===== src/rtl/agq_pkg.sv =====
// Shared types, constants and lookup functions for the adaptive gray-to-ASCII quantizer.
// Depends on nothing; every other file of the block imports it.
`timescale 1ns / 1ps
`default_nettype none

package agq_pkg;

   // Frame store geometry
   localparam int MAX_COLUMNS = 128;
   localparam int MAX_ROWS    = 64;
   localparam int DEPTH       = MAX_COLUMNS * MAX_ROWS;
   localparam int ADDR_W      = $clog2(DEPTH);
   localparam int CNT_W       = ADDR_W + 1;
   localparam int PIX_W       = 8;
   localparam int SUM_W       = PIX_W + ADDR_W;
   localparam int COL_W       = $clog2(MAX_COLUMNS);
   localparam int WID_W       = 8;
   localparam int CHAR_W      = 7;

   localparam logic [WID_W-1:0] ROW_WIDTH_RESET = WID_W'(80);

   // Threshold sequencer
   localparam int NUM_THR = 11;
   localparam int TIDX_W  = $clog2(NUM_THR);
   localparam int CLS_W   = $clog2(NUM_THR + 1);
   localparam int NUM_W   = 11;
   localparam int MEAN_IDX = 5;
   // floor(n/3) == (n * 0xAAAB) >> 17 for every n below 2**16
   localparam logic [15:0] RECIP3 = 16'hAAAB;
   localparam int RECIP3_SH = 17;

   typedef enum logic [1:0] {
      DV_ONE   = 2'd0,
      DV_TWO   = 2'd1,
      DV_THREE = 2'd2,
      DV_SIX   = 2'd3
   } div_kind_type;

   typedef struct packed {
      logic [2:0]   ka;      // weight of the mean
      logic [2:0]   kb;      // weight of the minimum or maximum
      logic         use_max; // second operand is the maximum, else the minimum
      div_kind_type dv;
   } coef_type;

   // Frame store access
   typedef struct packed {
      logic              wr_en;
      logic [ADDR_W-1:0] waddr;
      logic [PIX_W-1:0]  wdata;
      logic              rd_en;
      logic [ADDR_W-1:0] raddr;
   } store_req_type;

   // Mean divider launch
   typedef struct packed {
      logic             start;
      logic [SUM_W-1:0] dividend;
      logic [CNT_W-1:0] divisor;
   } div_req_type;

   // Threshold sequencer launch
   typedef struct packed {
      logic             start;
      logic [PIX_W-1:0] mean;
      logic [PIX_W-1:0] min;
      logic [PIX_W-1:0] max;
   } thr_req_type;

   // Blend weights and divisor for each threshold, darkest first
   function automatic coef_type thr_coef(input logic [TIDX_W-1:0] idx);
      coef_type c;
      c = '{ka: 3'd1, kb: 3'd0, use_max: 1'b0, dv: DV_ONE};
      unique case (idx)
         4'd0:    c = '{ka: 3'd1, kb: 3'd5, use_max: 1'b0, dv: DV_SIX};
         4'd1:    c = '{ka: 3'd1, kb: 3'd2, use_max: 1'b0, dv: DV_THREE};
         4'd2:    c = '{ka: 3'd1, kb: 3'd1, use_max: 1'b0, dv: DV_TWO};
         4'd3:    c = '{ka: 3'd2, kb: 3'd1, use_max: 1'b0, dv: DV_THREE};
         4'd4:    c = '{ka: 3'd5, kb: 3'd1, use_max: 1'b0, dv: DV_SIX};
         4'd5:    c = '{ka: 3'd1, kb: 3'd0, use_max: 1'b0, dv: DV_ONE};
         4'd6:    c = '{ka: 3'd5, kb: 3'd1, use_max: 1'b1, dv: DV_SIX};
         4'd7:    c = '{ka: 3'd2, kb: 3'd1, use_max: 1'b1, dv: DV_THREE};
         4'd8:    c = '{ka: 3'd1, kb: 3'd1, use_max: 1'b1, dv: DV_TWO};
         4'd9:    c = '{ka: 3'd1, kb: 3'd2, use_max: 1'b1, dv: DV_THREE};
         4'd10:   c = '{ka: 3'd1, kb: 3'd5, use_max: 1'b1, dv: DV_SIX};
         default: c = '{ka: 3'd1, kb: 3'd0, use_max: 1'b0, dv: DV_ONE};
      endcase
      return c;
   endfunction

   // Character for each brightness class, darkest first
   function automatic logic [CHAR_W-1:0] glyph_of(input logic [CLS_W-1:0] cls);
      logic [CHAR_W-1:0] g;
      g = CHAR_W'(8'h20);
      unique case (cls)
         4'd0:    g = CHAR_W'(8'h20); // space
         4'd1:    g = CHAR_W'(8'h60); // backtick
         4'd2:    g = CHAR_W'(8'h2D); // -
         4'd3:    g = CHAR_W'(8'h3A); // :
         4'd4:    g = CHAR_W'(8'h3B); // ;
         4'd5:    g = CHAR_W'(8'h72); // r
         4'd6:    g = CHAR_W'(8'h69); // i
         4'd7:    g = CHAR_W'(8'h49); // I
         4'd8:    g = CHAR_W'(8'h4B); // K
         4'd9:    g = CHAR_W'(8'h47); // G
         4'd10:   g = CHAR_W'(8'h40); // @
         4'd11:   g = CHAR_W'(8'h42); // B
         default: g = CHAR_W'(8'h20);
      endcase
      return g;
   endfunction

endpackage

`default_nettype wire


===== src/rtl/agq_div.sv =====
// Restoring divider for the frame mean: one quotient bit per cycle.
// Depends on agq_pkg for the sum and count widths.
`timescale 1ns / 1ps
`default_nettype none

module agq_div (
   input  wire                          clock,
   input  wire                          reset,
   input  agq_pkg::div_req_type         div_req,
   output logic                         done,
   output logic [agq_pkg::PIX_W-1:0]    quotient
);
   import agq_pkg::*;

   localparam int STEP_W = $clog2(SUM_W + 1);

   logic              busy_ff, busy_in;
   logic              done_ff, done_in;
   logic [STEP_W-1:0] step_ff, step_in;
   logic [CNT_W-1:0]  rem_ff, rem_in;
   logic [SUM_W-1:0]  quo_ff, quo_in;
   logic [CNT_W-1:0]  dsr_ff, dsr_in;
   logic [CNT_W:0]    trial;
   logic              fits;

   // Shift in the next dividend bit and try the subtraction
   always_comb begin
      trial = {rem_ff, quo_ff[SUM_W-1]};
      fits  = trial >= {1'b0, dsr_ff};
      busy_in = busy_ff;
      done_in = 1'b0;
      step_in = step_ff;
      rem_in  = rem_ff;
      quo_in  = quo_ff;
      dsr_in  = dsr_ff;
      if (div_req.start) begin
         busy_in = 1'b1;
         step_in = '0;
         rem_in  = '0;
         quo_in  = div_req.dividend;
         dsr_in  = div_req.divisor;
      end else if (busy_ff) begin
         rem_in  = fits ? CNT_W'(trial - {1'b0, dsr_ff}) : CNT_W'(trial);
         quo_in  = {quo_ff[SUM_W-2:0], fits};
         step_in = step_ff + 1'b1;
         if (step_ff == STEP_W'(SUM_W - 1)) begin
            busy_in = 1'b0;
            done_in = 1'b1;
         end
      end
   end

   always_ff @(posedge clock) begin
      if (reset) begin
         busy_ff <= 1'b0;
         done_ff <= 1'b0;
      end else begin
         busy_ff <= busy_in;
         done_ff <= done_in;
      end
      step_ff <= step_in;
      rem_ff  <= rem_in;
      quo_ff  <= quo_in;
      dsr_ff  <= dsr_in;
   end

   // The mean of 8-bit pixels always fits in a pixel
   assign done     = done_ff;
   assign quotient = quo_ff[PIX_W-1:0];

endmodule

`default_nettype wire


===== config.mk =====
export PLATFORM = sky130hd
export DESIGN_NAME = agq_div
export DESIGN_NICKNAME = d
export VERILOG_FILES = /design/src/rtl/agq_pkg.sv /design/src/rtl/agq_div.sv
export SDC_FILE = /design/constraint.sdc
export NUM_CORES = 1
export LEC_CHECK = 0
export BUFFER_PORTS_ARGS = -buffer_cell sky130_fd_sc_hd__clkbuf_2
export CAP_MARGIN = 40
export CORE_UTILIZATION = 51
export CTS_CLUSTER_SIZE = 20
export DETAILED_ROUTE_END_ITERATION = 7
export PLACE_DENSITY = 0.76
export SLEW_MARGIN = 40
export SYNTH_ARGS = -nofsm -noshare
export SYNTH_HDL_FRONTEND = slang
export SYNTH_SLANG_ARGS = --single-unit

===== constraint.sdc =====
create_clock -name clock -period 2.1 [get_ports clock]
set_input_delay 0.105 -clock clock [delete_from_list [all_inputs] [get_ports clock]]
set_output_delay 0.105 -clock clock [all_outputs]
set_load 0.01 [all_outputs]

== Word-level counts from Yosys, hierarchy flattened ==
Cells that the tools add are included.

* Flip-flop bits (word level): 56
* Input port bits: 38
* Output and inout bits: 9
* Logic and storage cells: 20

* $lt $le $gt $ge: 1
* Bitwise operators: 1
* Reductions and logical operators: 2
* $add $sub $neg: 2
* Multiplexer cells: 7
* Equality and inequality tests: 1

{| class="wikitable"
|+ Operators by type and width
! operator !! number
|-
| 21-bit two-way mux || 2
|-
| 15-bit by 14-bit greater-or-equal comparator with 1-bit output || 1
|-
| 14-bit two-way mux || 1
|-
| 14-bit subtractor || 1
|-
| 5-bit by 1-bit adder with 5-bit output, second input constant || 1
|-
| 5-bit equality test, second input constant || 1
|-
| 1-bit two-way mux || 4
|-
| 3-bit OR reduction || 1
|-
| 2-bit nonzero test || 1
|-
| 1-bit NOT || 1
|}

== Longest topological paths before layout ==
Gate-level depths: netlist of the first run.

* Depth after elaboration: 4
* Depth in mapped cells: 11
* Gate-level depth less buffers: 11

== Worst setup path before layout of the first run ==
OpenSTA, ideal clock, no wires.

* Path kind: flip-flop to flip-flop
* Start point: register quo_ff[20]
* End point: register rem_ff[10]
* Clock period less this slack: 2236 ps
* Data arrival time: 2107 ps
* Path slack: -136 ps
* Cell stages (with the launch flop): 12
* Data required time: 1971 ps
* Buffers on the path: 0
* Library setup time: 129 ps
* Cell sequence: edfxtp_1 inv_1 ha_1 inv_1 fa_1 nand3_1 a21oi_1 or3_1 a21o_1 a21oi_1 xor2_1 o31ai_1

* Cells in the longest elaborated chain, start to end: 2
* Elaborated cells on any way between the ends: 3
* Those cells by class: add/sub (1); order compare (1); mux (1)

{| class="wikitable"
|+ Ends and longest elaborated chain
! item !! RTL line !! text
|-
| start, declared || agq_div.sv:21 || <nowiki>logic [SUM_W-1:0] quo_ff, quo_in;</nowiki>
|-
| start signal, assigned || agq_div.sv:63 || <nowiki>quo_ff <= quo_in;</nowiki>
|-
| 14-bit subtractor or 15-bit by 14-bit greater-or-equal comparator with 1-bit output (tied branches) || agq_div.sv:43, agq_div.sv:29 ||
|-
| 14-bit two-way mux (*) || agq_div.sv:43 || <nowiki>rem_in = fits ? CNT_W'(trial - {1'b0, dsr_ff}) : CNT_W'(trial);</nowiki>
|-
| end signal, assigned || agq_div.sv:62 || <nowiki>rem_ff <= rem_in;</nowiki>
|-
| end, declared || agq_div.sv:20 || <nowiki>logic [CNT_W-1:0] rem_ff, rem_in;</nowiki>
|}

Mark *: on every way between the ends. The rest lies on a longest branch, timed or not.
A chain may end at the register's enable or synchronous reset.

== Worst setup path after layout of the first run ==
* Start point: register quo_ff[20]
* End point: register rem_ff[13]

The elaborated chain is that of the path after synthesis.

==> results by group, run 1 <==
Status
  • Run status: complete, but fails checks
  • Failing checks: negative setup slack

STA
  • Setup TNS: -1.86 ns
  • Fin. max-slew vios: 0
  • Relative slew slack: 0.569
  • Final worst slack: -0.230 ns
  • Worst Skew: 0.00605 ns
  • Unrepaired setup endpoints after global routing: true
  • Maximum clock frequency: ~430 MHz
  • Final setup fails: 15
  • Period Utilization, post-route: 1.11
  • Fin. Hold Viols: 0
  • Crit path time final: 2.33 ns
  • Tightest Pin Transition: roughly 0.65 ns

Critical path
  • Slowest cell on the critical path: edfxtp_1
  • R2R setup slack: -0.23 ns
  • CP Capture Type: flop
  • Crit-path cells: inv_2 -> buf_4 -> buf_6 -> ha_4 -> nor2b_4 -> o2111ai_2 -> buf_4 -> a31oi_2 -> o2111ai_1 -> and3_1 -> nor4_1 -> nand2b_1
  • Crit-path max FO: 2
  • Crit path kind: flop to flop
  • Worst Path Arrival: between 2 and 3 ns
  • CP peak stage delay: approximately 0.39 ns
  • WP data required: between 2 and 2.5 ns
  • Worst Setup Start Kind: flop
  • Critical Path Source: quo_ff[20]
  • Reg2reg start: quo_ff[20]
  • Reg2reg end: rem_ff[13]
  • FF-to-FF path depth: 12
  • Worst setup path end: rem_ff[13]
  • Cell mode on critical path: buf_4

Synth
  • Synth cell types: 47
  • Post-Synthesis Cells: between 200 and 300
  • Syn Nets: 314
  • Synth area leader: edfxtp_1
  • Top cell type's share of synthesized area: 0.355
  • Top cells by area, synth: edfxtp_1, dfxtp_1, mux2_2
  • EDFF count, synth: 35
  • Most used flip-flop cell after synthesis: edfxtp_1
  • Synth async-reset ratio: 0
  • Synthesized area per cell: 11.5 um^2
  • Mapped cell area: 0.00296 mm^2
  • Synth Register Bits: 56
  • Most instantiated cells after synthesis: edfxtp_1, dfxtp_1, mux2_2
  • Yosys warns: 0
  • Sequential area share after synthesis: 0.497
  • Most common cell in the netlist: edfxtp_1

Power and ir drop
  • Pwr dens: approximately 600 mW/mm^2
  • Leakage dissipation: ~1.7 nW
  • VDD IR max: roughly 0.00040 V
  • Power after layout: 2.37 mW

Floorplanning
  • I/O Pins: between 40 and 50
  • Die footprint: slightly above 0.006 mm^2
  • Std cell rows: 27
  • DIE WIDTH: 78.2 um
  • Initial core utilization: 0.535
  • Core region area: approximately 0.0055 mm^2
  • Die Y-Extent: 78.2 um

Clocking
  • CTS tree: yes
  • Sink Count: 56
  • Later-pin clock latency in the skew report: about 0.31 ns
  • CTS max path bufs: 2
  • CTS H-tree depth: 2
  • CTS root buf: clkbuf_8
  • Clk slew on worst S/H paths: approximately 0.10 ns
  • CTS buffer count: 5

Placement
  • Dpl ws: -0.144 ns
  • Gp weighted congestion: 0.782
  • Placed cells: 388
  • PortBufs: 46
  • Hpwl dp: about 4200 um

Route
  • Violation count after the first detailed-routing iteration: about 170
  • Post-Route WL: around 6500 um
  • Via count: approximately 2.3k
  • DR WL/cell: ~15 um
  • Post-detailed-route count of antenna-violating nets: 0
  • DR DRC count: 0
  • Vias per cell: about 5.4
  • Pre-antenna DRT Iters: 4

Global route
  • First-pass GRT wire length: 9960 um
  • Total grt overflow: 0
  • Antenna violations before repair: 0
  • GRT Total Usage: 0.210
  • Vias in the first global route: 2231
  • Largest net degree at the start of global routing: 22

Final layout
  • Area growth, synth to finish: 32.8%
  • Non-filler cells, final: approximately 420
  • Layout Nets: roughly 410
  • Diode count: 0
  • Layout cells sized above 1: 0.422
  • Final core occ: 0.710

Flow run
  • Max-cap violations: 0

Min path
  • Worst hold path type: input pin to flop
## layout make-up
| class | instances | area (um^2) |
|---|---|---|
| flip-flops and latches | 56 | 1470 |
| multi-input cells | 166 | 1480 |
| well taps | 72 | 90.1 |
| fillers | 378 | 1610 |
| repair buffers | 102 | 732 |
| clock buffers | 6 | 72.6 |
| clock inverters | 2 | 13.8 |
| inverters | 19 | 71.3 |
## how the worst min path moves through the flow
stage | startpoint | to | cells after the start | slack, ns
after global placement | div_req[12] | dsr_ff[12] | 1 | 0.28
after global routing | div_req[18] | quo_ff[4] | 2 | 0.07
after CTS | div_req[26] | quo_ff[12] | 2 | 0.08
final | div_req[21] | quo_ff[7] | 2 | 0.08
after detailed placement | div_req[11] | dsr_ff[11] | 1 | 0.28
after floorplan | reset | busy_ff | 1 | 0.18
## routing by layer
| layer | up-vias | track usage | routed length [um] |
|---|---|---|---|
| li1 | 1126 | - | - |
| met1 | 1095 | 0.257 | 2850 |
| met2 | 58 | 0.374 | 3280 |
| met3 | 18 | 0.0430 | 267 |
| met4 | 0 | 0.0574 | 130 |
| met5 | - | 0 | 0 |
## placed cells by master (no fill, tap or decap), types with 2 or more instances in the layout
| cell | Yosys | routed |
|---|---|---|
| a32oi_1 | 5 | 5 |
| nand3_2 | 1 | 2 |
| a211oi_1 | 3 | 3 |
| buf_6 | 1 | 5 |
| clkbuf_2 | 0 | 46 |
| edfxtp_1 | 35 | 35 |
| a21o_1 | 5 | 5 |
| nand3_1 | 6 | 5 |
| nand4b_1 | 2 | 2 |
| o31ai_1 | 4 | 3 |
| a21oi_1 | 8 | 6 |
| and3_1 | 2 | 2 |
| mux2_2 | 20 | 20 |
| clkbuf_8 | 0 | 5 |
| o21ai_0 | 5 | 3 |
| o311ai_1 | 4 | 5 |
| nor4_2 | 0 | 2 |
| inv_1 | 19 | 16 |
| nor3_2 | 0 | 2 |
| nor3_1 | 5 | 3 |
| buf_12 | 0 | 2 |
| nand4_1 | 4 | 4 |
| xnor2_1 | 7 | 6 |
| buf_4 | 8 | 34 |
| xor2_1 | 7 | 7 |
| dfxtp_1 | 21 | 21 |
| o21ai_1 | 5 | 6 |
| nand2b_1 | 4 | 4 |
| o21a_4 | 1 | 2 |
| dlygate4sd3_1 | 0 | 15 |
| nor2_1 | 14 | 13 |
| ha_1 | 17 | 11 |
| a21oi_2 | 1 | 3 |
| nand2_1 | 10 | 10 |
| mux2i_1 | 6 | 5 |
| ha_4 | 0 | 5 |
| inv_2 | 0 | 3 |
## state kept, by name, indices dropped and copies added (netlist names)
register,flops
dsr_ff,14
rem_ff,14
busy_ff,1
step_ff,5
quo_ff,21
done,1
## critical path, delay by kind of cell (launching register included)
family                     cells  cell delay, ns
and+or+nand+nor                4            0.77
buffers and inverters          4            0.49
AOI/OAI and AO/OA              3            0.48
DFF                            1            0.39
adders and majority gates      1            0.15
## power by group
group	switching (mW)	internal (mW)
clock network	0.357	0.239
logic	0.225	0.258
registers	0.0370	1.26
## kinds of logic after synthesis
| logic type | synth area share |
|---|---|
| fa+ha+maj | 0.0785 |
| flops | 0.497 |
| buf+inv | 0.0604 |
| simple gates | 0.100 |
| compound gates | 0.123 |
| mux | 0.100 |
| xor+xnor | 0.0414 |
## what timing repair did
item,in CTS,in global routing
endpoints found under the setup margin,13,15
resized for setup,22,17
endpoints found under the hold margin,16,0
gates cloned,1,0
buffers inserted,4,7
pin swaps,8,10
hold buffers,15,0
## per-stage QoR
step,area [um^2],hold WS [ns]
floorplan,2970,0.177
global placement,3420,0.282
detailed placement,3420,0.284
CTS,3800,0.0811
global route,3930,0.0742
finish,3930,0.0849
(Power assumes the default switching activity.)
==> run 2: changes to the inputs <==
- ABC_AREA: unset -> 1
- CORE_UTILIZATION: 51 -> 52
==> results by group, run 2 <==
Synth
  • Most instantiated cells after synthesis: nand2_1, inv_1, edfxtp_1
  • Top cells by area, synth: edfxtp_1, nand2_1, dfxtp_1
  • Top cell type's share of synthesized area: 0.317
  • Synth cell types: 33
  • Synth area leader: edfxtp_1
  • Most common cell in the netlist: nand2_1
  • Post-Synthesis Cells: ~420
  • Mapped cell area: about 0.0033 mm^2
  • Synth Register Bits: 56
  • Synth async-reset ratio: 0
  • Synth Area in Adders: 0.0702
  • Sequential area share after synthesis: 0.444
  • Largest family of logic cells by synthesized area: simple AND/OR/NAND/NOR gates
  • Mux cell area share after synthesis: 0
  • XOR/XNOR share of the synthesized area: 0.0185
  • Synthesized area per cell: around 7.9 um^2
  • Most used flip-flop cell after synthesis: edfxtp_1
  • EDFF count, synth: 35
  • Syn Nets: approximately 480
  • Simple-Gate Fraction of Synth Area: 0.331
  • Synth Area in Compound Gates: 0.0358
  • Yosys warns: 0

Global route
  • Total grt overflow: 0
  • Vias in the first global route: about 2.7k
  • First-pass GRT wire length: around 12000 um
  • Antenna violations before repair: 1
  • Largest net degree at the start of global routing: 38
  • GRT Total Usage: 0.237

Flow run
  • Max-cap violations: 0

Route
  • Pre-antenna DRT Iters: 5
  • DR DRC count: 0
  • Violation count after the first detailed-routing iteration: about 210
  • Post-detailed-route count of antenna-violating nets: 0
  • Via count: between 2k and 3k
  • Vias per cell: slightly above 5
  • DR WL/cell: 13.4 um
  • Post-Route WL: 7490 um

STA
  • Crit path time final: around 2.0 ns
  • Fin. max-slew vios: 0
  • Fin. Hold Viols: 0
  • Final setup fails: 0
  • Final worst slack: between 0.1 and 0.15 ns
  • Period Utilization, post-route: 0.935
  • Relative slew slack: 0.672
  • Unrepaired setup endpoints after global routing: false
  • Tightest Pin Transition: approximately 0.5 ns
  • Maximum clock frequency: around 500 MHz
  • Worst Skew: 0.00573 ns

Final layout
  • Max reg flops: 21
  • Layout Nets: 540
  • Layout cells sized above 1: 0.202
  • Filler cells: approximately 500
  • Biggest register: quo_ff
  • Top flop regs: quo_ff: 21 flops, dsr_ff: 14 flops, rem_ff: 14 flops
  • Non-filler cells, final: 561
  • Commonest non-fill, non-tap cells in the layout: nand2_1, inv_1, clkbuf_2
  • Most common cell after layout, fill and taps aside: nand2_1
  • Area growth, synth to finish: 18.0%

Min path
  • Worst hold path type: input pin to flop

Clocking
  • Later-pin clock latency in the skew report: roughly 0.32 ns
  • Sink Count: 56
  • Clk slew on worst S/H paths: 0.11 ns
  • CTS max path bufs: 2
  • CTS tree: yes
  • CTS root buf: clkbuf_8
  • CTS buffer count: 5
  • CTS H-tree depth: 2

Floorplanning
  • Die Y-Extent: around 82 um
  • Core region area: ~0.006 mm^2
  • Die footprint: 0.00670 mm^2
  • Initial core utilization: 0.550
  • Std cell rows: 28
  • DIE WIDTH: approximately 82 um
  • I/O Pins: 47

Placement
  • Placed cells: roughly 530
  • Gp weighted congestion: just under 0.9
  • PortBufs: 46
  • Dpl ws: -0.0194 ns
  • Hpwl dp: between 5000 and 6000 um

Critical path
  • Critical Path Source: dsr_ff[10]
  • Crit path kind: flop to flop
  • WP data required: between 2 and 2.5 ns
  • CP Capture Type: flop
  • Reg2reg end: rem_ff[7]
  • Worst setup path end: rem_ff[7]
  • R2R setup slack: roughly 0.14 ns
  • FF-to-FF path depth: 13
  • Worst Setup Start Kind: flop
  • Reg2reg start: dsr_ff[10]
  • Worst Path Arrival: ~2.2 ns
  • Crit-path max FO: 6

Power and ir drop
  • Pwr dens: roughly 610 mW/mm^2
  • VDD IR max: roughly 0.00039 V
  • Leakage dissipation: between 1.5 and 2 nW

Status
  • Run status: completed
-- run 2: cell count changes after synthesis, sizes merged, moves of 5 or more --
cell and delta:
a32oi -5, inv +37, mux2 -21, mux2i -6
nand2 +160, nand3 +18, nand4 +6, nor2 +24
o311ai -5, xor2 -6
-- run 2: kinds of logic after synthesis --
group | count (synthesis)
DFF | 56
adders and majority gates | 18
buffers and inverters | 73
xor gates and xnor gates | 7
AOI/OAI and AO/OA | 20
and+or+nand+nor | 248
-- run 2: worst min path at each step --
| stage | cells after the start | startpoint | end | slack (ns) |
|---|---|---|---|---|
| after detailed placement | 1 | div_req[8] | dsr_ff[8] | 0.28 |
| after floorplan | 1 | reset | done | 0.18 |
| final | 3 | div_req[27] | quo_ff[13] | 0.05 |
| after global placement | 1 | div_req[11] | dsr_ff[11] | 0.28 |
| after CTS | 3 | div_req[27] | quo_ff[13] | 0.04 |
| after global routing | 3 | div_req[24] | quo_ff[10] | 0.04 |
-- run 2: repair_timing --
action                     in CTS  in global routing
gates cloned                    0                  2
hold endpoints to repair       15                  0
setup endpoints to repair       3                 13
pin swaps                       0                  1
setup buffers                   0                  4
gates resized for setup         2                 10
hold buffers                   15                  0
-- run 2: power breakdown --
part / total, mW / internal (mW) / switching, mW
clock network: 0.741 / 0.362 / 0.378
logic: 0.353 / 0.143 / 0.209
registers: 1.28 / 1.25 / 0.0312
-- run 2: worst max-delay path: stages, from the launching register on --
cell,delay (ns)
edfxtp_1,0.38
inv_1,0.07
ha_2,0.30
nand2_1,0.12
inv_1,0.05
nand2_1,0.07
nand2_2,0.07
a21oi_4,0.23
buf_4,0.16
nand3_4,0.14
nor2_2,0.10
nor2_1,0.04
nand2_1,0.09
nand2_1,0.05
-- run 2: cell type report --
cell class              instances  area, um^2  share of cell area
flip-flops and latches         56        1470               0.377
diodes                          1        2.50            0.000640
repair buffers                 70         448               0.115
well taps                      75        93.8              0.0240
clock buffers                   5        68.8              0.0176
inverters                      56         210              0.0537
clock inverters                 3        46.3              0.0118
multi-input cells             295        1570               0.401
-- run 2: layer usage --
metal / part of all wire / vias to the layer above / routed length, um / global-route usage
met3: 0.057 / 14 / 429 / 0.0400
met1: 0.44 / 1303 / 3280 / 0.304
met2: 0.48 / 105 / 3610 / 0.398
met5: 0 / - / 0 / 0
met4: 0.022 / 0 / 165 / 0.0877
li1: - / 1455 / - / -
-- run 2: stage by stage --
step	TNS, ns	cell area [um^2]	total power, mW	hold slack (ns)	util
2_1_floorplan	0	3320	1.53	0.184	-
3_3_place_gp	0	3550	1.62	0.282	0.589
3_5_place_dp	-0.0194	3550	1.63	0.284	0.589
4_1_cts	0	3830	2.38	0.0403	0.635
5_1_grt	0	3910	2.49	0.0401	0.649
6_report	0	3910	2.38	0.0470	0.649
==> run 3: changes to the inputs <==
- REMOVE_ABC_BUFFERS: unset -> 1
==> results by group, run 3 (synthesized netlist as in run 2, its figures left out) <==
STA
  • Crit path time final: 2.00 ns
  • Worst hold margin: approximately 0.052 ns
  • Period Utilization, post-route: 0.951
  • Final setup fails: 0
  • Worst Skew: approximately 0.0093 ns
  • Maximum clock frequency: between 500 and 600 MHz
  • Tightest Pin Transition: between 0.4 and 0.5 ns
  • Relative slew slack: 0.678
  • Fin. max-slew vios: 0
  • Fin. Hold Viols: 0

Final layout
  • Max reg flops: 21
  • Non-filler cells, final: ~560
  • Commonest non-fill, non-tap cells in the layout: nand2_1, inv_1, clkbuf_2
  • Top flop regs: quo_ff: 21 flops, dsr_ff: 14 flops, rem_ff: 14 flops
  • Layout cells sized above 1: 0.187
  • Layout Nets: roughly 540
  • Final core occ: 0.641
  • Diode count: 0
  • Area growth, synth to finish: 16.6%
  • Most common cell after layout, fill and taps aside: nand2_1
  • Final design area excluding fillers: between 0.003 and 0.004 mm^2
  • Biggest register: quo_ff

Flow run
  • Max-cap violations: 0

Critical path
  • Crit path kind: flop to flop
  • Worst path top cell family by delay: simple AND/OR/NAND/NOR gates
  • Reg2reg start: rem_ff[4]
  • Slowest cell on the critical path: ha_1
  • Crit-path cells: ha_1 -> nand2_1 -> nor2_4 -> nand4_4 -> nand3_4 -> buf_12 -> nand3_1 -> nand3_1 -> nand2_1
  • Reg2reg end: rem_ff[12]
  • WP data required: 2.31 ns
  • FF-to-FF path depth: 9
  • R2R setup slack: slightly above 0.1 ns
  • Crit-path max FO: 11
  • Worst Path Arrival: 2.21 ns
  • CP Capture Type: flop
  • Worst Setup Start Kind: flop
  • CP peak stage delay: 0.39 ns
  • WP buf/inv: 1

Floorplanning
  • Die Y-Extent: a little over 80 um
  • DIE WIDTH: slightly above 80 um
  • Die footprint: 0.00670 mm^2
  • I/O Pins: 47
  • Initial core utilization: 0.550
  • Core region area: around 0.006 mm^2
  • Std cell rows: 28

Clocking
  • CTS buffer count: 5
  • Sink Count: 56
  • CTS root buf: clkbuf_8
  • Clk slew on worst S/H paths: 0.11 ns
  • CTS max path bufs: 2
  • Later-pin clock latency in the skew report: 0.31 ns
  • CTS H-tree depth: 2
  • CTS tree: yes

Route
  • DR WL/cell: ~13 um
  • Violation count after the first detailed-routing iteration: about 170
  • DR DRC count: 0
  • Pre-antenna DRT Iters: 4
  • Via count: ~2.8k
  • Vias per cell: 5.06
  • Post-detailed-route count of antenna-violating nets: 0
  • Post-Route WL: about 7200 um

Power and ir drop
  • Sw Share: 0.270
  • Clock Power Share: 0.271
  • Switching Power: 0.605 mW
  • Sequential power share: 0.572
  • Leakage dissipation: 1.95 nW
  • Gate power share: 0.157
  • VDD IR max: between 0.0003 and 0.0004 V
  • Pint: around 1.6 mW
  • Pwr dens: between 500 and 600 mW/mm^2

Global route
  • First-pass GRT wire length: 11600 um
  • Antenna violations before repair: 0
  • Total grt overflow: 0
  • Vias in the first global route: between 2k and 3k
  • Largest net degree at the start of global routing: 31
  • GRT Total Usage: 0.229

Placement
  • Gp weighted congestion: approximately 0.95
  • Hpwl dp: 5150 um
  • Placed cells: between 500 and 600
  • Area after DPL: roughly 0.0036 mm^2
  • PortBufs: 46

Min path
  • Worst hold path type: input pin to flop
  • Hold_sp: div_req[31]
  • Min-Delay Endpoint: quo_ff[17]
  • Worst Hold Path Cells: 3

Status
  • Run status: completed
-- run 3: power groups by stage --
stage	logic (mW)	registers [mW]	clock network [mW]
2_1_floorplan	0.196	1.31	0
3_3_place_gp	0.314	1.30	0
3_5_place_dp	0.322	1.31	0
4_1_cts	0.345	1.28	0.628
5_1_grt	0.394	1.29	0.662
6_report	0.350	1.28	0.607
-- run 3: repair_timing --
action | CTS | global route
buffers inserted | 0 | 2
pin swaps | 0 | 1
hold buffers | 15 | 0
resized for setup | 1 | 7
gates cloned | 0 | 1
hold endpoints to repair | 15 | 0
setup endpoints to repair | 2 | 13
-- run 3: worst max-delay path by stage --
stage / start / endpoint / depth (start not counted)
3_3_place_gp: quo_ff[20] / rem_ff[6] / 11
5_1_grt: dsr_ff[9] / rem_ff[12] / 10
4_1_cts: dsr_ff[9] / rem_ff[4] / 12
6_report: rem_ff[4] / rem_ff[12] / 9
2_1_floorplan: quo_ff[20] / rem_ff[6] / 11
3_5_place_dp: quo_ff[20] / rem_ff[6] / 11
-- run 3: routing by layer --
metal,global-route usage,share of wire
met1,0.273,0.42
met2,0.395,0.48
met3,0.0544,0.076
met4,0.0895,0.022
met5,0,0
-- run 3: metrics by stage --
stage,power [mW],setup WS (ns),setup TNS (ns)
floorplan,1.50,0.287,0
global placement,1.62,-0.0134,-0.0134
detailed placement,1.63,-0.0126,-0.0126
CTS,2.25,0.0446,0
global route,2.35,-0.00767,-0.00767
finish,2.24,0.103,0
-- run 3: area by class of cell --
type | count | area (um^2)
repair buffers | 68 | 445
fillers | 558 | 2160
well taps | 75 | 93.8
flip-flops and latches | 56 | 1470
clock buffers | 6 | 72.6
inverters | 56 | 210
clock inverters | 2 | 16.3
multi-input cells | 294 | 1560
-- run 3: worst register-to-register path, stage by stage, from the launching register on --
cell	delay, ns
dfxtp_1	0.36
ha_1	0.39
nand2_1	0.20
nor2_4	0.19
nand4_4	0.19
nand3_4	0.16
buf_12	0.15
nand3_1	0.10
nand3_1	0.10
nand2_1	0.05
