### config.mk
export PLATFORM = sky130hd
export DESIGN_NAME = agq_thresh
export DESIGN_NICKNAME = d
export VERILOG_FILES = /design/src/rtl/agq_pkg.sv /design/src/rtl/agq_thresh.sv
export SDC_FILE = /design/constraint.sdc
export NUM_CORES = 1
export LEC_CHECK = 0
export ABC_AREA = 1
export ABC_CLOCK_PERIOD_IN_PS = 8150
export BUFFER_PORTS_ARGS = -buffer_cell sky130_fd_sc_hd__buf_2
export CORE_MARGIN = 2
export CORE_UTILIZATION = 25
export CTS_BUF_LIST = sky130_fd_sc_hd__clkbuf_16
export CTS_CLUSTER_DIAMETER = 30
export DETAILED_ROUTE_END_ITERATION = 7
export PLACE_DENSITY_LB_ADDON = 0.12
export SYNTH_ARGS = -nofsm -noshare
export SYNTH_HDL_FRONTEND = slang
export SYNTH_SLANG_ARGS = --single-unit
### constraint.sdc
create_clock -name clock -period 8.15 [get_ports clock]
set_input_delay 1.63 -clock clock [delete_from_list [all_inputs] [get_ports clock]]
set_output_delay 1.63 -clock clock [all_outputs]
set_load 0.005 [all_outputs]
### src/rtl/agq_pkg.sv
// Shared types, constants and lookup functions for the adaptive gray-to-ASCII quantizer.
// Depends on nothing; every other file of the block imports it.
`timescale 1ns / 1ps
`default_nettype none

package agq_pkg;

   // Frame store geometry
   localparam int MAX_COLUMNS = 128;
   localparam int MAX_ROWS    = 64;
   localparam int DEPTH       = MAX_COLUMNS * MAX_ROWS;
   localparam int ADDR_W      = $clog2(DEPTH);
   localparam int CNT_W       = ADDR_W + 1;
   localparam int PIX_W       = 8;
   localparam int SUM_W       = PIX_W + ADDR_W;
   localparam int COL_W       = $clog2(MAX_COLUMNS);
   localparam int WID_W       = 8;
   localparam int CHAR_W      = 7;

   localparam logic [WID_W-1:0] ROW_WIDTH_RESET = WID_W'(80);

   // Threshold sequencer
   localparam int NUM_THR = 11;
   localparam int TIDX_W  = $clog2(NUM_THR);
   localparam int CLS_W   = $clog2(NUM_THR + 1);
   localparam int NUM_W   = 11;
   localparam int MEAN_IDX = 5;
   // floor(n/3) == (n * 0xAAAB) >> 17 for every n below 2**16
   localparam logic [15:0] RECIP3 = 16'hAAAB;
   localparam int RECIP3_SH = 17;

   typedef enum logic [1:0] {
      DV_ONE   = 2'd0,
      DV_TWO   = 2'd1,
      DV_THREE = 2'd2,
      DV_SIX   = 2'd3
   } div_kind_type;

   typedef struct packed {
      logic [2:0]   ka;      // weight of the mean
      logic [2:0]   kb;      // weight of the minimum or maximum
      logic         use_max; // second operand is the maximum, else the minimum
      div_kind_type dv;
   } coef_type;

   // Frame store access
   typedef struct packed {
      logic              wr_en;
      logic [ADDR_W-1:0] waddr;
      logic [PIX_W-1:0]  wdata;
      logic              rd_en;
      logic [ADDR_W-1:0] raddr;
   } store_req_type;

   // Mean divider launch
   typedef struct packed {
      logic             start;
      logic [SUM_W-1:0] dividend;
      logic [CNT_W-1:0] divisor;
   } div_req_type;

   // Threshold sequencer launch
   typedef struct packed {
      logic             start;
      logic [PIX_W-1:0] mean;
      logic [PIX_W-1:0] min;
      logic [PIX_W-1:0] max;
   } thr_req_type;

   // Blend weights and divisor for each threshold, darkest first
   function automatic coef_type thr_coef(input logic [TIDX_W-1:0] idx);
      coef_type c;
      c = '{ka: 3'd1, kb: 3'd0, use_max: 1'b0, dv: DV_ONE};
      unique case (idx)
         4'd0:    c = '{ka: 3'd1, kb: 3'd5, use_max: 1'b0, dv: DV_SIX};
         4'd1:    c = '{ka: 3'd1, kb: 3'd2, use_max: 1'b0, dv: DV_THREE};
         4'd2:    c = '{ka: 3'd1, kb: 3'd1, use_max: 1'b0, dv: DV_TWO};
         4'd3:    c = '{ka: 3'd2, kb: 3'd1, use_max: 1'b0, dv: DV_THREE};
         4'd4:    c = '{ka: 3'd5, kb: 3'd1, use_max: 1'b0, dv: DV_SIX};
         4'd5:    c = '{ka: 3'd1, kb: 3'd0, use_max: 1'b0, dv: DV_ONE};
         4'd6:    c = '{ka: 3'd5, kb: 3'd1, use_max: 1'b1, dv: DV_SIX};
         4'd7:    c = '{ka: 3'd2, kb: 3'd1, use_max: 1'b1, dv: DV_THREE};
         4'd8:    c = '{ka: 3'd1, kb: 3'd1, use_max: 1'b1, dv: DV_TWO};
         4'd9:    c = '{ka: 3'd1, kb: 3'd2, use_max: 1'b1, dv: DV_THREE};
         4'd10:   c = '{ka: 3'd1, kb: 3'd5, use_max: 1'b1, dv: DV_SIX};
         default: c = '{ka: 3'd1, kb: 3'd0, use_max: 1'b0, dv: DV_ONE};
      endcase
      return c;
   endfunction

   // Character for each brightness class, darkest first
   function automatic logic [CHAR_W-1:0] glyph_of(input logic [CLS_W-1:0] cls);
      logic [CHAR_W-1:0] g;
      g = CHAR_W'(8'h20);
      unique case (cls)
         4'd0:    g = CHAR_W'(8'h20); // space
         4'd1:    g = CHAR_W'(8'h60); // backtick
         4'd2:    g = CHAR_W'(8'h2D); // -
         4'd3:    g = CHAR_W'(8'h3A); // :
         4'd4:    g = CHAR_W'(8'h3B); // ;
         4'd5:    g = CHAR_W'(8'h72); // r
         4'd6:    g = CHAR_W'(8'h69); // i
         4'd7:    g = CHAR_W'(8'h49); // I
         4'd8:    g = CHAR_W'(8'h4B); // K
         4'd9:    g = CHAR_W'(8'h47); // G
         4'd10:   g = CHAR_W'(8'h40); // @
         4'd11:   g = CHAR_W'(8'h42); // B
         default: g = CHAR_W'(8'h20);
      endcase
      return g;
   endfunction

endpackage

`default_nettype wire

### src/rtl/agq_thresh.sv
// Threshold sequencer and pixel classifier: eleven blended thresholds,
// one per cycle through a two-stage multiply path. Depends on agq_pkg.
`timescale 1ns / 1ps
`default_nettype none

module agq_thresh (
   input  wire                          clock,
   input  wire                          reset,
   input  agq_pkg::thr_req_type         thr_req,
   input  wire [agq_pkg::PIX_W-1:0]     pixel,
   output logic                         done,
   output logic [agq_pkg::CHAR_W-1:0]   glyph
);
   import agq_pkg::*;

   localparam int PROD_W = NUM_W + 16;

   logic              run_ff, run_in;
   logic [TIDX_W-1:0] idx_ff, idx_in;
   logic [PIX_W-1:0]  mean_ff, mean_in;
   logic [PIX_W-1:0]  min_ff, min_in;
   logic [PIX_W-1:0]  max_ff, max_in;
   logic              v_ff;
   logic [NUM_W-1:0]  num_ff, num_in;
   div_kind_type      dv_ff;
   logic [TIDX_W-1:0] widx_ff;
   logic [PIX_W-1:0]  thr_ff [NUM_THR];

   coef_type          coef;
   logic [PIX_W-1:0]  opnd_b;
   logic [PROD_W-1:0] prod;
   logic [9:0]        q3;
   logic [PIX_W-1:0]  thr_val;
   logic [CLS_W-1:0]  cls;

   // Stage one: step through the thresholds and form the blended numerator
   always_comb begin
      coef    = thr_coef(idx_ff);
      opnd_b  = coef.use_max ? max_ff : min_ff;
      num_in  = NUM_W'(coef.ka) * NUM_W'(mean_ff) + NUM_W'(coef.kb) * NUM_W'(opnd_b);
      run_in  = run_ff;
      idx_in  = idx_ff;
      mean_in = mean_ff;
      min_in  = min_ff;
      max_in  = max_ff;
      if (thr_req.start) begin
         run_in  = 1'b1;
         idx_in  = '0;
         mean_in = thr_req.mean;
         min_in  = thr_req.min;
         max_in  = thr_req.max;
      end else if (run_ff) begin
         idx_in = idx_ff + 1'b1;
         if (idx_ff == TIDX_W'(NUM_THR - 1)) begin
            run_in = 1'b0;
         end
      end
   end

   always_ff @(posedge clock) begin
      if (reset) begin
         run_ff <= 1'b0;
         v_ff   <= 1'b0;
      end else begin
         run_ff <= run_in;
         v_ff   <= run_ff;
      end
      idx_ff  <= idx_in;
      mean_ff <= mean_in;
      min_ff  <= min_in;
      max_ff  <= max_in;
      num_ff  <= num_in;
      dv_ff   <= coef.dv;
      widx_ff <= idx_ff;
   end

   // Stage two: divide by one, two, three or six; halves by a shift, thirds through a reciprocal multiply
   always_comb begin
      prod = PROD_W'(num_ff) * PROD_W'(RECIP3);
      q3   = prod[RECIP3_SH +: 10];
      unique case (dv_ff)
         DV_ONE:   thr_val = num_ff[PIX_W-1:0];
         DV_TWO:   thr_val = num_ff[PIX_W:1];
         DV_THREE: thr_val = q3[PIX_W-1:0];
         DV_SIX:   thr_val = q3[PIX_W:1];
         default:  thr_val = num_ff[PIX_W-1:0];
      endcase
   end

   always_ff @(posedge clock) begin
      if (v_ff) begin
         thr_ff[widx_ff] <= thr_val;
      end
   end

   assign done = v_ff && (widx_ff == TIDX_W'(NUM_THR - 1));

   // Classify: below the mean search downward, else upward
   always_comb begin
      if (pixel < thr_ff[MEAN_IDX]) begin
         priority if (pixel > thr_ff[4]) cls = CLS_W'(5);
         else if (pixel > thr_ff[3])     cls = CLS_W'(4);
         else if (pixel > thr_ff[2])     cls = CLS_W'(3);
         else if (pixel > thr_ff[1])     cls = CLS_W'(2);
         else if (pixel > thr_ff[0])     cls = CLS_W'(1);
         else                            cls = CLS_W'(0);
      end else begin
         priority if (pixel < thr_ff[6]) cls = CLS_W'(6);
         else if (pixel < thr_ff[7])     cls = CLS_W'(7);
         else if (pixel < thr_ff[8])     cls = CLS_W'(8);
         else if (pixel < thr_ff[9])     cls = CLS_W'(9);
         else if (pixel < thr_ff[10])    cls = CLS_W'(10);
         else                            cls = CLS_W'(11);
      end
   end

   assign glyph = glyph_of(cls);

endmodule

`default_nettype wire

### After elaboration in Yosys (flattened, before gate mapping)

Memory sizes are Yosys's and may differ from the RTL's. A register that Yosys moved wholly into a read port is not among the register bits.
Index checks and enable logic that the tools add are counted.

| storage, ports and cells | value |
|---|---|
| logic and storage cells | 55 |
| memories kept | 3 |
| bits of input ports | 35 |
| ROM bits | 256 |
| output and inout port bits | 8 |
| bits in registers | 47 |
| bits in writable memories | 88 |

| cells by class | value |
|---|---|
| multiply operators | 3 |
| mux-type cells | 20 |
| add/sub/neg operators | 2 |
| order comparisons | 11 |
| reductions and logical operators | 2 |
| eq/ne operators | 5 |

Memory list:

| memory | words | bits a word | rd ports | clocked after memory_dff | write ports | line | source |
|---|---|---|---|---|---|---|---|
| (no name shown) | 16 | 9 | 1 | 1 | 0 | agq_pkg.sv:74 | `unique case (idx)` |
| (no name shown) | 16 | 7 | 1 | 0 | 0 | agq_pkg.sv:95 | `unique case (cls)` |
| thr_ff | 11 | 8 | 11 | 0 | 1 | agq_thresh.sv:27 | `logic [PIX_W-1:0] thr_ff [NUM_THR];` |

Operator list:

| kind | count |
|---|---|
| $lt A8 B8 Y1 | 6 |
| $gt A8 B8 Y1 | 5 |
| $pmux W8 S4 | 1 |
| $mul A11 B16 Y26 const B | 1 |
| $mul A3 B8 Y11 | 2 |
| $mux W4 | 5 |
| $add A11 B11 Y11 | 1 |
| $eq A4 B4 Y1 const B | 2 |
| $mux W2 | 4 |
| $mux W8 | 1 |
| $mux W1 | 7 |
| $mux W3 | 2 |
| $add A4 B1 Y4 const B | 1 |
| $eq A2 B2 Y1 const B | 2 |
| $eq A2 B1 Y1 const B | 1 |
| $logic_not A2 Y1 | 1 |
| $logic_and A1 B1 Y1 | 1 |

### Depth between registers and ports, before layout

Gate-level depths: netlist of the first run.
An unclocked memory read counts as a cell.

| logic depth | value |
|---|---|
| depth in word-level cells | 9 |
| depth in mapped cells | 22 |
| mapped depth without buffers | 22 |

### Worst setup path after synthesis of the first run

Ideal clock, no wire load.

| path | value |
|---|---|
| path type | register to register |
| start | reg num_ff[7] |
| end | mem thr_ff[0][3], data pin |
| arrival time | 4.283 ns |
| stages on the path, launching flop included | 19 |
| path slack | 3.526 ns |
| data required time | 7.810 ns |
| period minus slack after synthesis | 4.624 ns |
| library setup time | 0.340 ns |
| cell sequence | dfxtp_1 > ha_1 > inv_1 > fa_1 > inv_1 > fa_1 > inv_1 > fa_1 > inv_1 > fa_1 > ha_1 > a21oi_1 > nor2_1 > nor2_1 > a21boi_1 > nand3_1 > or2_1 > nand3_1 > nand4_1 |

| on the way | value |
|---|---|
| cells in the longest elaborated chain, start to end | 2 |

Ends and longest elaborated chain:

| item | line | source |
|---|---|---|
| start, declared | agq_thresh.sv:24 | `logic [NUM_W-1:0] num_ff, num_in;` |
| start signal, assigned | agq_thresh.sv:72 | `num_ff <= num_in;` |
| $mul A11 B16 Y26 | agq_thresh.sv:79 | `prod = PROD_W'(num_ff) * PROD_W'(RECIP3);` |
| $pmux W8 S4 | agq_thresh.sv:81 | `unique case (dv_ff)` |
| via thr_val[3] | agq_thresh.sv:33 | `logic [PIX_W-1:0] thr_val;` |
| end, declared | agq_thresh.sv:27 |  |

The timed path passes the listed nets, and every way through them passes these cells.

### Final worst setup path of the first run

| path | value |
|---|---|
| start | reg num_ff[7] |
| end | mem thr_ff[9][7], data pin |

| on the way | value |
|---|---|
| cells in the longest elaborated chain, start to end | 2 |

Ends and longest elaborated chain:

| item | line |
|---|---|
| $mul A11 B16 Y26 | agq_thresh.sv:79 |
| $pmux W8 S4 (*) | agq_thresh.sv:81 |
| via thr_val[7] | agq_thresh.sv:33 |

The timed path passes the listed nets; every way through them passes the cells marked *.

==> flow_summary.ini, run 1 <==
[global_routing]
grt_busiest_layer = met2
grtUsageTotal_pct = 12.5
grt_use_met2_pct = 22.3
antenna_found_initial = 0
grt_pass1_wl_um = 44400
grt_max_degree = 29
met1_usage_pct = 15.5
grtUsageMet3_pct = 2.17
grt_pass1_vias = 8173
overflow = 0

[clock_network]
cts_resized = 0
hold_buffers = 0
cts_tree = yes
tritoncts.num_buffers = 17
post_cts.repair.setup_buffers = 0
clk_path_buf_depth = 2
clk_pin_slew_ns = 0.07
clock_sinks = 144
clock_tree.root_cell = clkbuf_16
insertion_delay_ns = 0.44
cts_htree_levels = 4

[synthesis]
syn-num-nets = 1502
synthAdderAreaFrac_pct = 31.6
synth-xor-area-share_pct = 1.01
synth_top_family_by_area = adder cells
ys_seq_area_share_pct = 35.7
synth-simple-area-share_pct = 16.7
synthesis.area_um2 = 11200
postSynthCellCount = 1223
synthMuxAreaShare_pct = 0.479
synth_compound_area_share_pct = 5.43
avgSynthCellArea_um2 = 9.18
synth_cell_types = 44
ys_ff_latch = 144
ys_warn_count = 0

[routing]
routed_wirelength_um = 27800
drc = 0
wl_per_cell_um = 14.7
firstDrtPassIters = 5
viasPerCell = 4.15
drtAntennaViolNets = 0
drtIter0Drc = 351
via_count = 7835

[place]
place_ws_ns = 2.43
placed_area_um2 = 12200
numPortBuffers = 42
gp_congestion = 0.896
place_hpwl_um = 22500

[critical_path]
ff2ff_path_depth = 19
critPathArrivalTime_ns = 5.51
required_ns = 8.06
cp.depth = 19
critical_path.top_delay_family = adder cells
rrSetupSlack_ns = 2.55
path_buf_inv = 4
slowest_delay_ns = 0.61
cp-start-kind = register
path_cells = ha_1 -> inv_1 -> fa_1 -> inv_1 -> fa_1 -> inv_1 -> fa_1 -> inv_1 -> fa_1 -> ha_1 -> nand2_1 -> nor2_1 -> nand2_1 -> nor4_1 -> nand2_1 -> nand3_1 -> nand2_1 -> nand3_1 -> nand4_1
cp-end-kind = register
critPathSlowestCell = nand4_1
criticalPathCategory = register to register
cp_max_fo = 11

[sta]
finalMaxSlewViolations = 0
hold_ws_ns = 0.327
setup_viol = 0
worst_slew_margin_rel_pct = 35.8
worstMarginPinSlew_ns = 0.960
clock_skew_ns = 0.0220
setup_slack_ns = 2.55
period_minus_slack_ns = 5.60
finalSetupTns_ns = 0
rsz0062_at_grt = no
fmax_ghz = 0.179
finalCritPeriodShare_pct = 68.7
hold_viol = 0

[floorplan]
core_area_um2 = 44200
die-area_um2 = 46600
start_util_pct = 25.4
ios = 43
die_w_um = 216
dieHeight_um = 216
num_rows = 77

[final_layout]
nFillCells = 4682
final_area_um2 = 12700
nets = 1560
syn_to_final_growth_pct = 13.5
antenna_cells = 0
drive_gt1_share_pct = 8.19

[flow_run]
cap_violations = 0

[min_path]
hold_path_class = register to register
min_path_cells = 0

[run_status]
status = finished, final reports clean
## layout make-up
cell class	count	area (µm²)	share of cell area, %
Clock buffer	17	425	3.34
Clock inverter	15	143	1.12
Inverter	266	1000	7.86
Multi-Input combinational cell	809	6200	48.7
Sequential cell	144	4000	31.4
Tap cell	592	741	5.82
Timing Repair Buffer	43	218	1.71
## layout by cell type (no fill, tap or decap), types with 3 or more instances in the layout
cell type / count
edfxtp_1: 112
fa_1: 66
mux2_2: 3
a21o_1: 9
o21a_1: 7
or2_1: 3
nand2_2: 3
nand2_1: 262
clkinv_4: 3
nor2_1: 84
inv_1: 255
clkbuf_16: 17
dfxtp_1: 32
buf_2: 42
o21bai_1: 6
inv_6: 5
nand3_1: 42
clkinvlp_4: 3
xnor2_1: 4
xor2_1: 9
ha_1: 178
inv_2: 9
a21oi_1: 55
nor3_1: 11
nand4_1: 20
inv_8: 3
o21ai_1: 11
o21ai_0: 9
## metal layers
metal	routed length, µm	vias to the layer above	share of wire [%]
met2	13800	131	50
met5	0	-	0
li1	-	4060	-
met4	493	0	1.8
met3	847	23	3.0
met1	12700	3621	46
## cells by family after synthesis
group,Yosys count
muxes,5
buffers and inverters,270
and+or+nand+nor,441
AOI/OAI and AO/OA,106
xor gates and xnor gates,13
adders and majority gates,244
DFF,144
## registers in the layout, indices dropped and copies added, names as in the netlist
name	cells
idx_ff	4
mean_ff	8
run_ff	1
dv_ff	2
v_ff	1
thr_ff	88
coef	9
min_ff	8
widx_ff	4
num_ff	11
max_ff	8
## path summary, 6_finish.rpt
path,startpoint,to
max reg2reg,num_ff[7]$_DFF_P_,thr_ff[9][7]$_DFFE_PP_
min,coef[1]$_DFF_P_,dv_ff[1]$_DFF_P_
max,num_ff[7]$_DFF_P_,thr_ff[9][7]$_DFFE_PP_
min reg2reg,coef[1]$_DFF_P_,dv_ff[1]$_DFF_P_
## Yosys cell counts, drive strengths merged
cell / instances / area share (%)
xor2: 9 / 0.70
xnor2: 4 / 0.31
nand3: 44 / 2.1
nand2: 265 / 8.9
o22ai: 1 / 0.056
ha: 178 / 20
a21boi: 1 / 0.067
a211oi: 2 / 0.13
nor3: 14 / 0.81
o21ai: 22 / 1.0
and2: 1 / 0.067
nand3b: 2 / 0.13
clkinv: 1 / 0.033
nor4: 3 / 0.22
nand4: 20 / 1.1
a31oi: 1 / 0.056
mux2i: 2 / 0.18
inv: 265 / 8.9
mux2: 3 / 0.30
o31ai: 1 / 0.067
fa: 66 / 12
dfxtp: 32 / 5.7
edfxtp: 112 / 30
or2: 4 / 0.22
o21bai: 6 / 0.40
nor2: 88 / 3.1
o21a: 7 / 0.47
a21o: 9 / 0.60
clkbuf: 4 / 0.13
a21oi: 56 / 2.5
## metrics by stage
stage,util [%],cells
after floorplan,-,1223
after global placement,27.5,1854
after detailed placement,27.5,1854
after CTS,28.8,1886
after global routing,28.8,1886
final,28.8,1886
Power of run 1 is left out: the tool's default activity adds up to more than one toggle a clock period on the data nets, which glitch-free logic cannot reach.
==> inputs of run 2 (changes only) <==
--- a/config.mk
+++ b/config.mk
@@ -6,7 +6,7 @@
 export NUM_CORES = 1
 export LEC_CHECK = 0
 export ABC_AREA = 1
-export ABC_CLOCK_PERIOD_IN_PS = 8150
+export ABC_CLOCK_PERIOD_IN_PS = 4800
 export BUFFER_PORTS_ARGS = -buffer_cell sky130_fd_sc_hd__buf_2
 export CORE_MARGIN = 2
 export CORE_UTILIZATION = 25
==> constraint.sdc (replaced) <==
create_clock -name clock -period 4.8 [get_ports clock]
set_input_delay 0.96 -clock clock [delete_from_list [all_inputs] [get_ports clock]]
set_output_delay 0.96 -clock clock [all_outputs]
set_load 0.005 [all_outputs]
==> flow_summary.ini, run 2 (synthesis results as in run 1) <==
[global_routing]
antenna_found_initial = 0
grtUsageTotal_pct = 12.6
overflow = 0
grt_max_degree = 29
grt_pass1_vias = 8357
grt_pass1_wl_um = 44800

[sta]
worstMarginPinSlew_ns = 0.967
period_minus_slack_ns = 4.64
finalMaxSlewViolations = 0
setup_viol = 0
finalCritPeriodShare_pct = 96.6
worst_slew_margin_rel_pct = 35.3
hold_viol = 0
hold_ws_ns = 0.327
rsz0062_at_grt = yes
fmax_ghz = 0.216
clock_skew_ns = 0.0218

[routing]
firstDrtPassIters = 4
wl_per_cell_um = 14.6
drtIter0Drc = 268
drtAntennaViolNets = 0
via_count = 8095
routed_wirelength_um = 28300
viasPerCell = 4.18
drc = 0

[clock_network]
tritoncts.num_buffers = 17
clock_sinks = 144
clk_path_buf_depth = 2
cts_htree_levels = 4
insertion_delay_ns = 0.44
cts_tree = yes
clock_tree.root_cell = clkbuf_16
clk_pin_slew_ns = 0.07

[min_path]
hold_path_class = register to register

[run_status]
status = finished, final reports clean

[final_layout]
largest_reg_flops = 88
final_cell_mix = nand2_1, inv_1, ha_1
final_area_um2 = 13600
antenna_cells = 0
post-route-util_pct = 30.7
syn_to_final_growth_pct = 20.8
final_common_cell = nand2_1
layout.cells.non_filler = 1935
drive_gt1_share_pct = 16.5
nets = 1609
largest-register = thr_ff

[critical_path]
critPathArrivalTime_ns = 4.82
path_buf_inv = 6
cp-end-kind = register
required_ns = 4.98
cp_max_fo = 6
critical_path.top_delay_family = adder cells
critPathSlowestCell = fa_1
cp-start-kind = register
criticalPathCategory = register to register
path_cells = ha_4 -> inv_2 -> fa_1 -> inv_2 -> fa_1 -> inv_2 -> fa_1 -> fa_1 -> inv_2 -> ha_4 -> a21o_1 -> a21oi_2 -> nor2_1 -> nor2_1 -> nand3_2 -> or2_1 -> nand3_1 -> nand4_1 -> buf_6 -> buf_6
slowest_delay_ns = 0.51

[place]
dpl.cell_count = 1898
placed_area_um2 = 12500
gp_congestion = 0.827
numPortBuffers = 42
place_hpwl_um = 22700

[floorplan]
ios = 43
start_util_pct = 25.4
core_area_um2 = 44200
num_rows = 77
die-area_um2 = 46600
dieHeight_um = 216
die_w_um = 216

[flow_run]
cap_violations = 0
==> run 2: worst register-to-register path, delay by kind of cell (launching register included) <==
kind,cells,cell delay [ns]
adders and majority gates,6,2.53
and+or+nand+nor,6,0.67
buffers and inverters,6,0.48
AOI/OAI and AO/OA,2,0.39
DFF,1,0.33
==> run 2: metrics by stage <==
step	setup slack (ns)	TNS [ns]
after global placement	0.0386	0
after floorplan	0.176	0
final	0.164	0
after CTS	0.00359	0
after detailed placement	-0.00656	-0.0984
after global routing	-0.0482	-0.824
==> run 2: path summary, 6_finish.rpt <==
| kind | cells after the start | start | end | slack [ns] |
|---|---|---|---|---|
| min reg2reg | 0 | coef[1]$_DFF_P_ | dv_ff[1]$_DFF_P_ | 0.33 |
| max reg2reg | 20 | num_ff[5]$_DFF_P_ | thr_ff[2][4]$_DFFE_PP_ | 0.16 |
| max | 20 | num_ff[5]$_DFF_P_ | thr_ff[2][4]$_DFFE_PP_ | 0.16 |
| min | 0 | coef[1]$_DFF_P_ | dv_ff[1]$_DFF_P_ | 0.33 |
==> run 2: final cells by class <==
cell class | instances | area (µm²)
clock buffer | 17 | 425
sequential | 144 | 4010
fill | 4671 | 30700
inverter | 266 | 1000
tap | 592 | 741
timing repair buffer | 92 | 608
clock inverter | 15 | 204
multi-input combinational | 809 | 6570
==> run 2: what timing repair did <==
item                                    4_1_cts  5_1_grt
hold buffers                                  0        0
endpoints found under the setup margin       44       88
gates resized for setup                       3       87
pin swaps                                     0       32
cloned                                        0        2
setup buffers                                 0        3
==> run 2: per-layer routing <==
metal	vias to the layer above	wire, µm	track usage, %
met5	-	0	0
met4	0	685	4.22
met3	35	616	2.09
met2	95	14600	23.2
met1	3802	12400	14.6
li1	4163	-	-
Power of run 2 is left out for the same reason.
==> inputs of run 3 (changes only) <==
--- a/config.mk
+++ b/config.mk
@@ -5,7 +5,6 @@
 export SDC_FILE = /design/constraint.sdc
 export NUM_CORES = 1
 export LEC_CHECK = 0
-export ABC_AREA = 1
 export ABC_CLOCK_PERIOD_IN_PS = 4800
 export BUFFER_PORTS_ARGS = -buffer_cell sky130_fd_sc_hd__buf_2
 export CORE_MARGIN = 2
==> flow_summary.ini, run 3 <==
[routing]
drtIter0Drc = 209
drtAntennaViolNets = 0
firstDrtPassIters = 4
routed_wirelength_um = 25100
viasPerCell = 4.27
wl_per_cell_um = 15.4
via_count = 6979
drc = 0

[global_routing]
antenna_found_initial = 0
grt_pass1_vias = 7188
grt_pass1_wl_um = 39900
grtUsageTotal_pct = 11.9
overflow = 0
grt_max_degree = 33

[sta]
finalCritPeriodShare_pct = 103
setup_viol = 88
clock_skew_ns = 0.0129
fmax_ghz = 0.202
finalMaxSlewViolations = 0
period_minus_slack_ns = 4.95
worst_slew_margin_rel_pct = 35.1
setup_slack_ns = -0.151
rsz0062_at_grt = yes
worstMarginPinSlew_ns = 0.970
hold_viol = 0
hold_ws_ns = 0.340

[critical_path]
required_ns = 5.09
cp-end-kind = register
reg2reg_from = num_ff[7]$_DFF_P_
ff2ff_path_depth = 19
path_cells = ha_4 -> inv_4 -> buf_4 -> fa_2 -> fa_1 -> fa_1 -> fa_1 -> inv_2 -> ha_4 -> a21oi_4 -> a21oi_2 -> o21ai_2 -> a31oi_1 -> o41a_1 -> mux2i_1 -> o41ai_1 -> a221oi_2 -> buf_4 -> clkbuf_16
critPathSlowestCell = fa_2
cp_max_fo = 6
rrSetupSlack_ns = -0.15
criticalPathCategory = register to register
cp-start-kind = register
crit_start = num_ff[7]$_DFF_P_
crit_top_cell = fa_1
critPathArrivalTime_ns = 5.24
slowest_delay_ns = 0.52
r2r-end = thr_ff[8][0]$_DFFE_PP_
crit_end = thr_ff[8][0]$_DFFE_PP_

[synthesis]
synth_edf_count = 112
synth.top_cell.area_share_pct = 31.5
ys_seq_area_share_pct = 37.5
postSynthCellCount = 966
synth_most_common_cell = inv_1
synth_ff_type = edfxtp_1
synth_cell_types = 63
synth_common_cells = inv_1, ha_1, edfxtp_1
ys_async_sr_fraction_pct = 0
ys_warn_count = 0
synthesis.area_um2 = 10700
synth_area_leader_cell = edfxtp_1
ys_top_cells_by_area = edfxtp_1, ha_1, fa_1, inv_1, dfxtp_1
syn-num-nets = 1245
avgSynthCellArea_um2 = 11.1
ys_ff_latch = 144

[floorplan]
die-area_um2 = 44400
num_rows = 75
core_area_um2 = 42000
die_w_um = 211
start_util_pct = 25.4
dieHeight_um = 211
ios = 43

[clock_network]
clk_path_buf_depth = 2
clock_sinks = 144
cts_htree_levels = 4
insertion_delay_ns = 0.43
clk_pin_slew_ns = 0.06
clock_tree.root_cell = clkbuf_16
cts_tree = yes
tritoncts.num_buffers = 17
hold_buffers = 0

[final_layout]
seqCellArea_um2 = 4020
layout.cells.non_filler = 1635
multi_input_area_um2 = 6210
drive_gt1_share_pct = 19.3
syn_to_final_growth_pct = 22.2
antenna_cells = 0
final_common_cell = inv_1
post-route-util_pct = 31.0
final_cell_mix = inv_1, ha_1, edfxtp_1
nets = 1362
largest-register = thr_ff
final_area_um2 = 13000
nFillCells = 4314
largest_reg_flops = 88

[run_status]
violations = setup timing
status = complete, but fails checks

[place]
place_hpwl_um = 20000
placed_area_um2 = 12100
numPortBuffers = 42
gp_congestion = 0.743
dpl.cell_count = 1592

[min_path]
hold_path_class = register to register

[flow_run]
cap_violations = 0
run 3: cell type report:
| class | count | area share, % |
|---|---|---|
| Inverter | 194 | 5.60 |
| Clock buffer | 17 | 3.26 |
| Tap cell | 539 | 5.17 |
| Clock inverter | 15 | 1.57 |
| Timing Repair Buffer | 106 | 6.03 |
| Sequential cell | 144 | 30.8 |
| Multi-Input combinational cell | 620 | 47.6 |
run 3: worst min-delay path by stage:
stage	start	end	slack (ns)	depth (start not counted)
after floorplan	coef[0]$_DFF_P_	dv_ff[0]$_DFF_P_	0.31	0
after global placement	coef[1]$_DFF_P_	dv_ff[1]$_DFF_P_	0.33	0
after detailed placement	coef[0]$_DFF_P_	dv_ff[0]$_DFF_P_	0.33	0
after CTS	coef[0]$_DFF_P_	dv_ff[0]$_DFF_P_	0.35	0
after global routing	coef[0]$_DFF_P_	dv_ff[0]$_DFF_P_	0.35	0
final	coef[0]$_DFF_P_	dv_ff[0]$_DFF_P_	0.34	0
run 3: cell families (layout without fill, tap and decap cells):
group                    count (synthesis)  count (layout)  share of synthesized area [%]
adder cells (fa/ha/maj)                244             244                           33.2
buffers and inverters                  203             332                           7.17
AND/OR/NAND/NOR                        187             187                           8.59
AO/OA/AOI/OAI                          149             150                           9.98
flip-flops                             144             144                           37.5
multiplexers                            20              20                           1.99
XOR/XNOR                                19              19                           1.56
run 3: metal layers:
layer / wire length, µm / GRT usage, % / up-vias
met3: 513 / 1.99 / 13
met4: 189 / 2.40 / 0
met2: 12100 / 20.3 / 57
li1: - / - / 3552
met5: 0 / 0 / -
met1: 12300 / 15.8 / 3357
run 3: critical path, delay by kind of cell (launching register included):
family	cells	cell delay [ns]
adder cells (fa/ha/maj)	6	2.42
AO/OA/AOI/OAI	7	1.34
buffers and inverters	5	0.52
flip-flops	1	0.35
multiplexers	1	0.17
run 3: repair_timing:
| action | 4_1_cts | 5_1_grt |
|---|---|---|
| endpoints found under the setup margin | 88 | 89 |
| buffers inserted | 6 | 4 |
| pin swaps | 22 | 9 |
| cloned | 2 | 1 |
| resized for setup | 35 | 13 |
run 3: per-stage QoR:
step | setup TNS [ns] | setup slack (ns)
after detailed placement | -20.49 | -0.271
final | -7.38 | -0.151
after global placement | -17.30 | -0.234
after CTS | -10.98 | -0.199
after global routing | -25.37 | -0.375
after floorplan | -0.0117 | -0.00106
Power of run 3 is left out for the same reason.
